`src/fps_pkg.sv`:
```
// Package for the fast packet segmenter: field widths, register indexes,
// frame constants and the structs passed between the segmenter modules.
// No dependencies.
package fps_pkg;

	localparam int unsigned MAX_MESSAGE_BYTES_DEF = 223;

	localparam int unsigned MSG_ID_W  = 29;
	localparam int unsigned SEQ_W     = 3;
	localparam int unsigned BYTE_W    = 8;
	localparam int unsigned COUNTER_W = 5;
	localparam int unsigned FILL_W    = 3;
	localparam int unsigned DLC_W     = 4;
	localparam int unsigned FRAME_BYTES = 8;

	localparam int unsigned CFG_INDEX_W = 2;
	localparam int unsigned CFG_DATA_W  = 8;

	localparam logic [CFG_INDEX_W-1:0] REG_SOURCE_ADDRESS = 2'd0;
	localparam logic [CFG_INDEX_W-1:0] REG_TX_MUTE        = 2'd1;
	localparam logic [CFG_INDEX_W-1:0] REG_LINK_OK        = 2'd2;

	localparam logic [BYTE_W-1:0] SOURCE_ADDRESS_RST = 8'hFF;

	// payload bytes per frame: first frame also carries the total length
	localparam logic [FILL_W-1:0] FIRST_CAP  = 3'd6;
	localparam logic [FILL_W-1:0] NEXT_CAP   = 3'd7;
	localparam logic [FILL_W-1:0] FIRST_BASE = 3'd2;
	localparam logic [FILL_W-1:0] NEXT_BASE  = 3'd1;

	typedef struct packed {
		logic [MSG_ID_W-1:0] message_id;
		logic [SEQ_W-1:0]    sequence_id;
		logic [BYTE_W-1:0]   message_length;
		logic [BYTE_W-1:0]   payload_byte;
		logic                last_byte;
	} msg_beat_t;

	typedef struct packed {
		logic [MSG_ID_W-1:0]                   frame_id;
		logic [DLC_W-1:0]                      frame_length;
		logic [FRAME_BYTES-1:0][BYTE_W-1:0]    data;
		logic                                  last_frame;
	} frame_t;

	typedef struct packed {
		logic   close;
		frame_t frame;
	} asm_out_t;

endpackage

```
`src/fps_msg_if.sv`:
```
// Message byte channel of the fast packet segmenter: valid/ready plus payload.
// Depends on fps_pkg.
interface fps_msg_if;
	import fps_pkg::*;

	logic                valid;
	logic                ready;
	logic [MSG_ID_W-1:0] message_id;
	logic [SEQ_W-1:0]    sequence_id;
	logic [BYTE_W-1:0]   message_length;
	logic [BYTE_W-1:0]   payload_byte;
	logic                last_byte;

	modport source (
		output valid, message_id, sequence_id, message_length, payload_byte, last_byte,
		input  ready
	);

	modport sink (
		input  valid, message_id, sequence_id, message_length, payload_byte, last_byte,
		output ready
	);

endinterface

```
`src/fps_frame_if.sv`:
```
// CAN frame channel of the fast packet segmenter: valid/ready plus frame fields.
// Depends on fps_pkg.
interface fps_frame_if;
	import fps_pkg::*;

	logic                valid;
	logic                ready;
	logic [MSG_ID_W-1:0] frame_id;
	logic [DLC_W-1:0]    frame_length;
	logic [BYTE_W-1:0]   data0;
	logic [BYTE_W-1:0]   data1;
	logic [BYTE_W-1:0]   data2;
	logic [BYTE_W-1:0]   data3;
	logic [BYTE_W-1:0]   data4;
	logic [BYTE_W-1:0]   data5;
	logic [BYTE_W-1:0]   data6;
	logic [BYTE_W-1:0]   data7;
	logic                last_frame;

	modport source (
		output valid, frame_id, frame_length, data0, data1, data2, data3, data4, data5,
			data6, data7, last_frame,
		input  ready
	);

	modport sink (
		input  valid, frame_id, frame_length, data0, data1, data2, data3, data4, data5,
			data6, data7, last_frame,
		output ready
	);

endinterface

```
`src/fps_assembler.sv`:
```
// Frame assembler: holds the frame being filled, the frame counter and the
// message byte count, and builds the finished frame on the closing beat.
// Depends on fps_pkg.
module fps_assembler #(
	parameter int unsigned MAX_MESSAGE_BYTES = fps_pkg::MAX_MESSAGE_BYTES_DEF
) (
	input  logic                          clk,
	input  logic                          arst_n,
	input  logic                          beat_en,
	input  fps_pkg::msg_beat_t            beat,
	input  logic [fps_pkg::BYTE_W-1:0]    source_address,
	output fps_pkg::asm_out_t             result
);
	import fps_pkg::*;

	localparam int unsigned CountW = $clog2(MAX_MESSAGE_BYTES + 1);
	localparam logic [CountW-1:0] MaxCount = CountW'(MAX_MESSAGE_BYTES);

	logic [COUNTER_W-1:0] counter_q;
	logic [FILL_W-1:0]    fill_q;
	logic [CountW-1:0]    count_q;
	logic [BYTE_W-1:0]    store_q [1:FRAME_BYTES-1];

	logic                 first;
	logic [FILL_W-1:0]    base;
	logic [FILL_W-1:0]    cap;
	logic [FILL_W-1:0]    idx;
	logic [FILL_W-1:0]    fill_nx;
	logic [CountW-1:0]    total;
	logic                 ends;
	logic                 close;

	always_comb begin
		first   = (counter_q == '0);
		base    = first ? FIRST_BASE : NEXT_BASE;
		cap     = first ? FIRST_CAP : NEXT_CAP;
		idx     = base + fill_q;
		fill_nx = fill_q + 3'd1;
		total   = count_q + CountW'(1);
		ends    = beat.last_byte || (total >= MaxCount);
		close   = (fill_nx >= cap) || ends;
	end

	always_comb begin
		result.close              = close;
		result.frame.frame_id     = {beat.message_id[MSG_ID_W-1:BYTE_W], source_address};
		result.frame.frame_length = {1'b0, fill_nx} + {1'b0, base};
		result.frame.last_frame   = ends;
		result.frame.data[0]      = {beat.sequence_id, counter_q};
		for (int j = 1; j < FRAME_BYTES; j++) begin
			result.frame.data[j] = (idx == FILL_W'(j)) ? beat.payload_byte : store_q[j];
		end
		if (first) begin
			result.frame.data[1] = beat.message_length;
		end
	end

	always_ff @(posedge clk or negedge arst_n) begin
		if (!arst_n) begin
			counter_q <= '0;
			fill_q    <= '0;
			count_q   <= '0;
			for (int j = 1; j < FRAME_BYTES; j++) begin
				store_q[j] <= '0;
			end
		end else if (beat_en) begin
			if (close) begin
				fill_q    <= '0;
				count_q   <= ends ? '0 : total;
				counter_q <= ends ? '0 : counter_q + 5'd1;
				for (int j = 1; j < FRAME_BYTES; j++) begin
					store_q[j] <= '0;
				end
			end else begin
				fill_q       <= fill_nx;
				count_q      <= total;
				store_q[idx] <= beat.payload_byte;
			end
		end
	end

	a_fill_below_cap: assert property (@(posedge clk) disable iff (!arst_n)
		(counter_q == '0) ? (fill_q < FIRST_CAP) : (fill_q < NEXT_CAP))
		else $error("fill position reached frame capacity");

	a_count_matches: assert property (@(posedge clk) disable iff (!arst_n)
		int'(count_q) == ((counter_q == '0) ? int'(fill_q)
			: 6 + 7 * (int'(counter_q) - 1) + int'(fill_q)))
		else $error("byte count out of step with frame counter");

	a_end_restarts: assert property (@(posedge clk) disable iff (!arst_n)
		beat_en && close && ends |=> (counter_q == '0) && (count_q == '0) && (fill_q == '0))
		else $error("message end did not restart the frame sequence");

endmodule

```
`src/fast_packet_segmenter.sv`:
```
// Fast packet segmenter top level: configuration registers, frame assembler
// and the registered frame output. Depends on fps_pkg, fps_msg_if,
// fps_frame_if and fps_assembler.
//
// Usage: message bytes arrive one beat at a time on msg, each carrying the
// identifier, sequence id, total length, one payload byte and a last flag.
// Finished CAN frames leave on frame: identifier with the source address in
// its low byte, length code, eight data bytes and a last-frame flag.
// A frame closes when it holds 6 (first) or 7 (later) payload bytes, on the
// last byte, or when the message reaches MAX_MESSAGE_BYTES.
// The frame appears on frame.valid in the cycle after the beat that
// closes it. Throughput: one byte per cycle; msg.ready is low only while a
// frame sits in the output register and frame.ready is low.
// While tx_mute is 1 or link_ok is 0, bytes are still taken and frames built,
// but none is sent. Write configuration through cfg_we/cfg_index/cfg_data.
// Reset clears the frame in progress, the output valid flag and the
// configuration (source address 255, unmuted, link down).
module fast_packet_segmenter #(
	parameter int unsigned MAX_MESSAGE_BYTES = fps_pkg::MAX_MESSAGE_BYTES_DEF
) (
	input  logic                             clk,
	input  logic                             arst_n,
	input  logic                             cfg_we,
	input  logic [fps_pkg::CFG_INDEX_W-1:0]  cfg_index,
	input  logic [fps_pkg::CFG_DATA_W-1:0]   cfg_data,
	fps_msg_if.sink                          msg,
	fps_frame_if.source                      frame
);
	import fps_pkg::*;

	logic [BYTE_W-1:0] source_address_q;
	logic              tx_mute_q;
	logic              link_ok_q;

	msg_beat_t beat;
	asm_out_t  asm_out;
	frame_t    frame_q;
	logic      out_valid_q;
	logic      accept;
	logic      tx_en;
	logic      load;

	always_ff @(posedge clk or negedge arst_n) begin
		if (!arst_n) begin
			source_address_q <= SOURCE_ADDRESS_RST;
			tx_mute_q        <= 1'b0;
			link_ok_q        <= 1'b0;
		end else if (cfg_we) begin
			unique case (cfg_index)
				REG_SOURCE_ADDRESS: source_address_q <= cfg_data;
				REG_TX_MUTE:        tx_mute_q        <= cfg_data[0];
				REG_LINK_OK:        link_ok_q        <= cfg_data[0];
				default: ;
			endcase
		end
	end

	assign beat = '{
		message_id:     msg.message_id,
		sequence_id:    msg.sequence_id,
		message_length: msg.message_length,
		payload_byte:   msg.payload_byte,
		last_byte:      msg.last_byte
	};

	assign msg.ready = !out_valid_q || frame.ready;
	assign accept    = msg.valid && msg.ready;
	assign tx_en     = link_ok_q && !tx_mute_q;
	assign load      = accept && asm_out.close && tx_en;

	fps_assembler #(
		.MAX_MESSAGE_BYTES(MAX_MESSAGE_BYTES)
	) u_assembler (
		.clk           (clk),
		.arst_n        (arst_n),
		.beat_en       (accept),
		.beat          (beat),
		.source_address(source_address_q),
		.result        (asm_out)
	);

	always_ff @(posedge clk or negedge arst_n) begin
		if (!arst_n) begin
			out_valid_q <= 1'b0;
		end else if (load) begin
			out_valid_q <= 1'b1;
		end else if (frame.ready) begin
			out_valid_q <= 1'b0;
		end
	end

	always_ff @(posedge clk) begin
		if (load) begin
			frame_q <= asm_out.frame;
		end
	end

	assign frame.valid        = out_valid_q;
	assign frame.frame_id     = frame_q.frame_id;
	assign frame.frame_length = frame_q.frame_length;
	assign frame.data0        = frame_q.data[0];
	assign frame.data1        = frame_q.data[1];
	assign frame.data2        = frame_q.data[2];
	assign frame.data3        = frame_q.data[3];
	assign frame.data4        = frame_q.data[4];
	assign frame.data5        = frame_q.data[5];
	assign frame.data6        = frame_q.data[6];
	assign frame.data7        = frame_q.data[7];
	assign frame.last_frame   = frame_q.last_frame;

	a_closed_frame_sent: assert property (@(posedge clk) disable iff (!arst_n)
		load |=> out_valid_q)
		else $error("closed frame not presented");

	a_taken_frame_drops: assert property (@(posedge clk) disable iff (!arst_n)
		out_valid_q && frame.ready && !load |=> !out_valid_q)
		else $error("taken frame presented again");

	a_length_range: assert property (@(posedge clk) disable iff (!arst_n)
		out_valid_q |-> (frame_q.frame_length >= 4'd2) && (frame_q.frame_length <= 4'd8))
		else $error("frame length code out of range");

endmodule
```
`src/flat_wrapper.sv`:
```
// flat-port wrapper written by rule: the top's interface ports become plain ports
module fast_packet_segmenter_flat import fps_pkg::*;
#(
	parameter int unsigned MAX_MESSAGE_BYTES = fps_pkg::MAX_MESSAGE_BYTES_DEF
)
  (clk, arst_n, cfg_we, cfg_index, cfg_data, msg_valid, msg_message_id, msg_sequence_id, msg_message_length, msg_payload_byte, msg_last_byte, msg_ready, frame_valid, frame_frame_id, frame_frame_length, frame_data0, frame_data1, frame_data2, frame_data3, frame_data4, frame_data5, frame_data6, frame_data7, frame_last_frame, frame_ready);
  fps_msg_if msg_i ();
  fps_frame_if frame_i ();
  input  logic clk;
  input  logic arst_n;
  input  logic cfg_we;
  input  logic [fps_pkg::CFG_INDEX_W-1:0] cfg_index;
  input  logic [fps_pkg::CFG_DATA_W-1:0] cfg_data;
  input wire logic [$bits(msg_i.valid)-1:0] msg_valid;
  input wire logic [$bits(msg_i.message_id)-1:0] msg_message_id;
  input wire logic [$bits(msg_i.sequence_id)-1:0] msg_sequence_id;
  input wire logic [$bits(msg_i.message_length)-1:0] msg_message_length;
  input wire logic [$bits(msg_i.payload_byte)-1:0] msg_payload_byte;
  input wire logic [$bits(msg_i.last_byte)-1:0] msg_last_byte;
  output wire logic [$bits(msg_i.ready)-1:0] msg_ready;
  output wire logic [$bits(frame_i.valid)-1:0] frame_valid;
  output wire logic [$bits(frame_i.frame_id)-1:0] frame_frame_id;
  output wire logic [$bits(frame_i.frame_length)-1:0] frame_frame_length;
  output wire logic [$bits(frame_i.data0)-1:0] frame_data0;
  output wire logic [$bits(frame_i.data1)-1:0] frame_data1;
  output wire logic [$bits(frame_i.data2)-1:0] frame_data2;
  output wire logic [$bits(frame_i.data3)-1:0] frame_data3;
  output wire logic [$bits(frame_i.data4)-1:0] frame_data4;
  output wire logic [$bits(frame_i.data5)-1:0] frame_data5;
  output wire logic [$bits(frame_i.data6)-1:0] frame_data6;
  output wire logic [$bits(frame_i.data7)-1:0] frame_data7;
  output wire logic [$bits(frame_i.last_frame)-1:0] frame_last_frame;
  input wire logic [$bits(frame_i.ready)-1:0] frame_ready;
  assign msg_i.valid = msg_valid;
  assign msg_i.message_id = msg_message_id;
  assign msg_i.sequence_id = msg_sequence_id;
  assign msg_i.message_length = msg_message_length;
  assign msg_i.payload_byte = msg_payload_byte;
  assign msg_i.last_byte = msg_last_byte;
  assign msg_ready = msg_i.ready;
  assign frame_valid = frame_i.valid;
  assign frame_frame_id = frame_i.frame_id;
  assign frame_frame_length = frame_i.frame_length;
  assign frame_data0 = frame_i.data0;
  assign frame_data1 = frame_i.data1;
  assign frame_data2 = frame_i.data2;
  assign frame_data3 = frame_i.data3;
  assign frame_data4 = frame_i.data4;
  assign frame_data5 = frame_i.data5;
  assign frame_data6 = frame_i.data6;
  assign frame_data7 = frame_i.data7;
  assign frame_last_frame = frame_i.last_frame;
  assign frame_i.ready = frame_ready;
  fast_packet_segmenter #(.MAX_MESSAGE_BYTES(MAX_MESSAGE_BYTES)) u_core (.clk(clk), .arst_n(arst_n), .cfg_we(cfg_we), .cfg_index(cfg_index), .cfg_data(cfg_data), .msg(msg_i), .frame(frame_i));
endmodule
```
`config.mk`:
```
export PLATFORM = sky130hd
export DESIGN_NAME = fast_packet_segmenter_flat
export DESIGN_NICKNAME = d
export VERILOG_FILES = /design/src/fps_pkg.sv /design/src/fps_msg_if.sv /design/src/fps_frame_if.sv /design/src/fps_assembler.sv /design/src/fast_packet_segmenter.sv /design/src/flat_wrapper.sv
export SDC_FILE = /design/constraint.sdc
export NUM_CORES = 1
export LEC_CHECK = 0
export BUFFER_PORTS_ARGS = -buffer_cell sky130_fd_sc_hd__buf_2
export CAP_MARGIN = 20
export CORE_ASPECT_RATIO = 0.9
export CORE_MARGIN = 2
export CORE_UTILIZATION = 54
export DETAILED_ROUTE_END_ITERATION = 7
export PLACE_DENSITY = 0.9
export RECOVER_POWER = 50
export SLEW_MARGIN = 20
export SYNTH_ARGS = -nofsm -noshare
export SYNTH_HDL_FRONTEND = slang
export SYNTH_HIERARCHICAL = 1
export SYNTH_SLANG_ARGS = --single-unit
```
`constraint.sdc`:
```
create_clock -name clk -period 9.55 [get_ports clk]
set_input_delay 1.91 -clock clk [delete_from_list [all_inputs] [get_ports clk]]
set_output_delay 1.91 -clock clk [all_outputs]
set_load 0.05 [all_outputs]
```
Word level (Yosys, flattened, before mapping)

Cells that the tools add are included.

Add/sub/neg operators: 5
Multiply operators: 0
Divide/modulo/power cells: 0
$lt $le $gt $ge: 4
Equality and inequality tests: 9
Shift operators: 0
Mux-type cells: 20
Bitwise logic cells: 1
Reduce and logical (&&, ||, !) cells: 17

Operator list:

| kind                                                        | number |
|---|---|
| 2-to-1 mux 8 bit                                            | 11 |
| bitwise mux 56 bit                                          | 1 |
| 2-to-1 mux 56 bit                                           | 1 |
| demux 8 bit (select 3 bit)                                  | 1 |
| equality test 3 bit (second input constant)                 | 4 |
| adder 8 x 1 -> 8 bit (second input constant)                | 1 |
| greater-or-equal comparator 8 bit (second input constant)   | 1 |
| AND reduction 2 bit                                         | 4 |
| equality test 3 x 2 -> 1 bit (second input constant)        | 2 |
| adder 5 x 1 -> 5 bit (second input constant)                | 1 |
| logical AND 1 bit                                           | 5 |
| logical NOT 5 bit                                           | 1 |
| 2-to-1 mux 5 bit                                            | 1 |
| adder 3 x 2 -> 4 bit                                        | 1 |
| greater-or-equal comparator 4 bit (second input constant)   | 1 |
| less-than comparator 4 x 1 -> 1 bit (second input constant) | 1 |
| NOT 3 -> 4 bit                                              | 1 |
| adder 2 x 3 -> 3 bit                                        | 1 |
| adder 3 x 1 -> 3 bit (second input constant)                | 1 |
| equality test 3 x 1 -> 1 bit (second input constant)        | 1 |
| greater-or-equal comparator 3 bit                           | 1 |
| logical OR 1 bit                                            | 3 |
| 2-to-1 mux 1 bit                                            | 3 |
| 2-to-1 mux 3 bit                                            | 1 |
| 6 further kinds                                             | 7 |

Register bits after elaboration: 181
Latch bits: 0
Memory bits (writable): 0
ROM bits: 0
Input port bits: 64
Output and inout port bits: 100
Memories: 0

Longest topological paths before layout

Depth after elaboration: 10
Mapped depth: 14
Mapped depth without buffers: 11

By module

The synthesis kept the hierarchy.

Modules (own cells, without submodules):

| module                | times used | cells each | area each (um^2) | seq. area each (um^2) |
|---|---|---|---|---|
| fps_assembler         | 1          | 384        | 4262.8           | 1801.7 |
| fast_packet_segmenter | 1          | 127        | 3405.8           | 3228.1 |

Worst setup path after synthesis

Ideal clock, no wire load.

Path type: register -> register
Start point: register u_core.u_assembler.counter_q[0]
End point: register u_core.frame_q, in the netlist u_core/frame.data0[0] (enable)
Library setup time: 0.566 ns
Arrival time: 7.636 ns
Required time: 8.984 ns
Setup slack: 1.348 ns
Stages on the path, launching flop included: 14
Clock period less this slack: 8.202 ns
Cell sequence: dfrtp_1 > inv_1 > ha_1 > nor4b_1 > clkbuf_1 > inv_1 > ha_1 > a211oi_1 > a211o_1 > buf_6 > buf_12 > buf_4 > nand4b_1 > nor2b_1

Word-level cells in the longest chain between the ends: 6

RTL lines:

| item                               | RTL line                    | source |
|---|---|---|
| from (decl)                        | fps_assembler.sv:19         | `logic [COUNTER_W-1:0] counter_q;` |
| from (signal assigned)             | fps_assembler.sv:70         | `counter_q <= ends ? '0 : counter_q + 5'd1;` |
| logical NOT 5 bit                  | fps_assembler.sv:34         | `first = (counter_q == '0);` |
| 2-to-1 mux 1 bit                   | fps_assembler.sv:36         | `cap = first ? FIRST_CAP : NEXT_CAP;` |
| greater-or-equal comparator 3 bit  | fps_assembler.sv:41         | `close = (fill_nx >= cap) \|\| ends;` |
| logical OR 1 bit                   | fps_assembler.sv:41         |  |
| named net u_core.u_assembler.close | fps_assembler.sv:31         | `logic close;` |
| logical AND 1 bit (2 in a row)     | fast_packet_segmenter.sv:69 | `assign load = accept && asm_out.close && tx_en;` |
| named net u_core.load              | fast_packet_segmenter.sv:41 | `logic load;` |
| to (signal assigned)               | fast_packet_segmenter.sv:94 | `frame_q <= asm_out.frame;` |
| to (decl)                          | fast_packet_segmenter.sv:37 | `frame_t frame_q;` |

The timed path passes the listed nets, and every way through them passes these cells.
A chain may end at the register's enable or synchronous reset.

==> results.ini <==
[die]
coreArea_mm2=0.0140
initial_utilization=0.550
dieWidth_um=130
ios=164
die_area_mm2=0.0152
die_h_um=117
rows=41

[critical_path]
r2r_setup_slack_ns=3.69
required_ns=9.60
reg2reg_depth=11
reg2reg_to=u_core/frame.data6[6]$_DFFE_PP_
r2r_start=u_core/u_assembler/counter_q[0]$_DFFE_PN0P_
critical_path_class=flip-flop to flip-flop
cp-start-kind=flip-flop
crit_path_end_kind=flip-flop
crit_start=u_core/u_assembler/counter_q[0]$_DFFE_PN0P_
crit_path_max_fanout=57
cp.arrival_ns=5.92

[global_route]
grt_usage=0.216
antenna_found_initial=0
first_global_vias=4666
grt_first_pass_wirelength_um=24400
met2_usage=0.357
grt_max_degree=84
grt.overflow.total=0
grt.busiest_layer=met2
grt_util_met1=0.271
grtUsageMet3=0.0714

[layout]
final_common_cell=clkbuf_1
area_growth_syn_to_layout_pct=15.4
layout_common_cells=clkbuf_1, edfxtp_1, dfrtp_1
drive_above_1_share=0.264
nFillCells=1073
largest_reg_flops=56
final-seq-area_mm2=0.00503
layout.nets=713
diodes=0
multi_input_area_mm2=0.00224
regMostFlops=u_core/u_assembler/store_q

[sta]
fmax_ghz=0.171
final-max-slew-violation-count=119
skew_ns=0.0170
tightest_slew_ns=4.42
period_needed_ns=5.86
hold_viol_final=0
fin_crit_sh=0.614
relSlewSlack=-1.95
setup-violations-final=0
tns_ns=0
fin_worst_hold_slack_ns=0.485
grt_setup_unrepaired=no

[power_and_ir_drop]
leakage_nw=3.49
cellPowerDensity_mw_per_mm2=275
ir_drop_uv=125

[worst_hold_path]
min_from=u_core/u_assembler/store_q[24]$_DFFE_PN0P_
hold_depth=1
hold_class=flip-flop to flip-flop
hold_end=u_core/u_assembler/store_q[24]$_DFFE_PN0P_

[detailed_routing]
antenna_left=0
drt_iter0_drc=459
drt-pass1-iter-count=7
vias=4735
wl_per_cell_um=19.1
via_per_inst=5.61
wirelength_um=16200
drc=0

[synthesis]
synth_top_family_by_area=compound AO/OA/AOI/OAI gates
synth-xor-area-share=0.00457
syn_inst=511
synth_compound_area_frac=0.114
ys_warn_count=6
synth-simple-area-share=0.0547
syn_area_mm2=0.00767
ys_seq_elements=181
synth.area.mux_share=0.0985
synth_ff_type=edfxtp_1
synth_nets=586
synth-adder-area-share=0.0214
synth_edf_count=98
synth.distinct_cells=50
yosysSeqAreaShare=0.656
async_reset_ff_frac=0.459
synth_area_per_cell_um2=15.0

[clock_network]
clkSlewWorstSetupHoldPaths_ns=0.07
cts_root_buffer=clkbuf_16
cts_inserted_buffers=17
clkLatencyLatePin_ns=0.43
ctsResizeCount=0
post_cts_buffers=0
htreeDepth=4
cts.path.max_buffers=2
cts.sinks=181
cts_tree=built
cts_hold_buffers=0

[place]
dp_hpwl_um=10600
port_buffers=155
gp_congestion=0.829

[outcome]
outcome=complete, but fails checks
violations=capacitance limit, slew limit

[job]
cap_violations=2

## layout make-up
| class | instances | area share |
|---|---|---|
| timing repair buffer | 159 | 0.0786 |
| tap | 193 | 0.0273 |
| sequential | 181 | 0.568 |
| inverter | 11 | 0.00467 |
| multi-input combinational | 268 | 0.253 |
| clock buffer | 17 | 0.0481 |
| clock inverter | 15 | 0.0195 |
## worst max-delay path by stage
stage                     slack, ns  depth (start not counted)                              end
after floorplan                1.35                         13  u_core/frame.data0[0]$_DFFE_PP_
after global placement         4.04                         11  u_core/frame.data6[0]$_DFFE_PP_
after detailed placement       3.81                         11  u_core/frame.data6[0]$_DFFE_PP_
after CTS                      3.78                         11  u_core/frame.data7[0]$_DFFE_PP_
after global routing           3.10                          1   u_core/frame.valid$_DFFE_PN0P_
final                          3.69                         11  u_core/frame.data6[6]$_DFFE_PP_
## cell usage after synthesis, types with 4 or more instances
| library cell | number | area, um2 |
|---|---|---|
| o2bb2ai_1 | 56 | 490 |
| a21oi_1 | 5 | 25.0 |
| a22o_1 | 9 | 78.8 |
| o21ai_0 | 14 | 70.1 |
| ha_1 | 9 | 113 |
| nand2_1 | 26 | 97.6 |
| clkbuf_1 | 7 | 26.3 |
| buf_2 | 4 | 20.0 |
| dfstp_2 | 8 | 210 |
| buf_4 | 34 | 255 |
| a21bo_2 | 5 | 50.1 |
| o21ai_2 | 4 | 35.0 |
| nand2b_1 | 11 | 68.8 |
| nor2_1 | 14 | 52.6 |
| inv_1 | 11 | 41.3 |
| dfrtp_1 | 75 | 1880 |
| mux2_2 | 60 | 676 |
| mux2i_1 | 8 | 80.1 |
| edfxtp_1 | 98 | 2940 |
## report_power, final
part	internal [mW]	total, mW	switching (mW)
Clock	0.393	0.699	0.307
Combinational	0.268	0.681	0.413
Sequential	0.987	1.05	0.0634
Total	1.65	2.43	0.783
## critical path, stage by stage, from the launching register on
cell and delay (ns):
dfrtp_1 0.44, inv_1 0.09, ha_1 0.16, nor4b_1 0.37, clkbuf_1 0.59, inv_1 0.24
ha_1 0.45, a211oi_1 0.71, a211o_1 0.85, nand4b_1 0.29, nor2b_4 0.57, buf_4 0.68
## layer usage
metal	vias up	share of wire
met1	2349	0.40
met2	218	0.50
met4	0	0.014
met3	17	0.086
li1	2151	-
met5	-	0
## per-stage QoR
stage / instance area (um2) / util / instances / setup slack (ns) / total power, mW
final: 8850 / 0.634 / 844 / 3.69 / 2.43
after CTS: 8970 / 0.643 / 843 / 3.78 / 2.45
after detailed placement: 8370 / 0.600 / 811 / 3.81 / 1.74
after global routing: 8850 / 0.634 / 844 / 3.10 / 2.54
after floorplan: 7670 / - / 511 / 1.35 / 1.60
after global placement: 8370 / 0.600 / 811 / 4.04 / 1.71
## kinds of logic after synthesis
group,after synthesis
buffers and inverters,62
XOR/XNOR,4
AND/OR/NAND/NOR,78
multiplexers,68
AO/OA/AOI/OAI,106
adder cells (fa/ha/maj),12
flip-flops,181
Note: power is estimated with default switching activity, not from simulation.
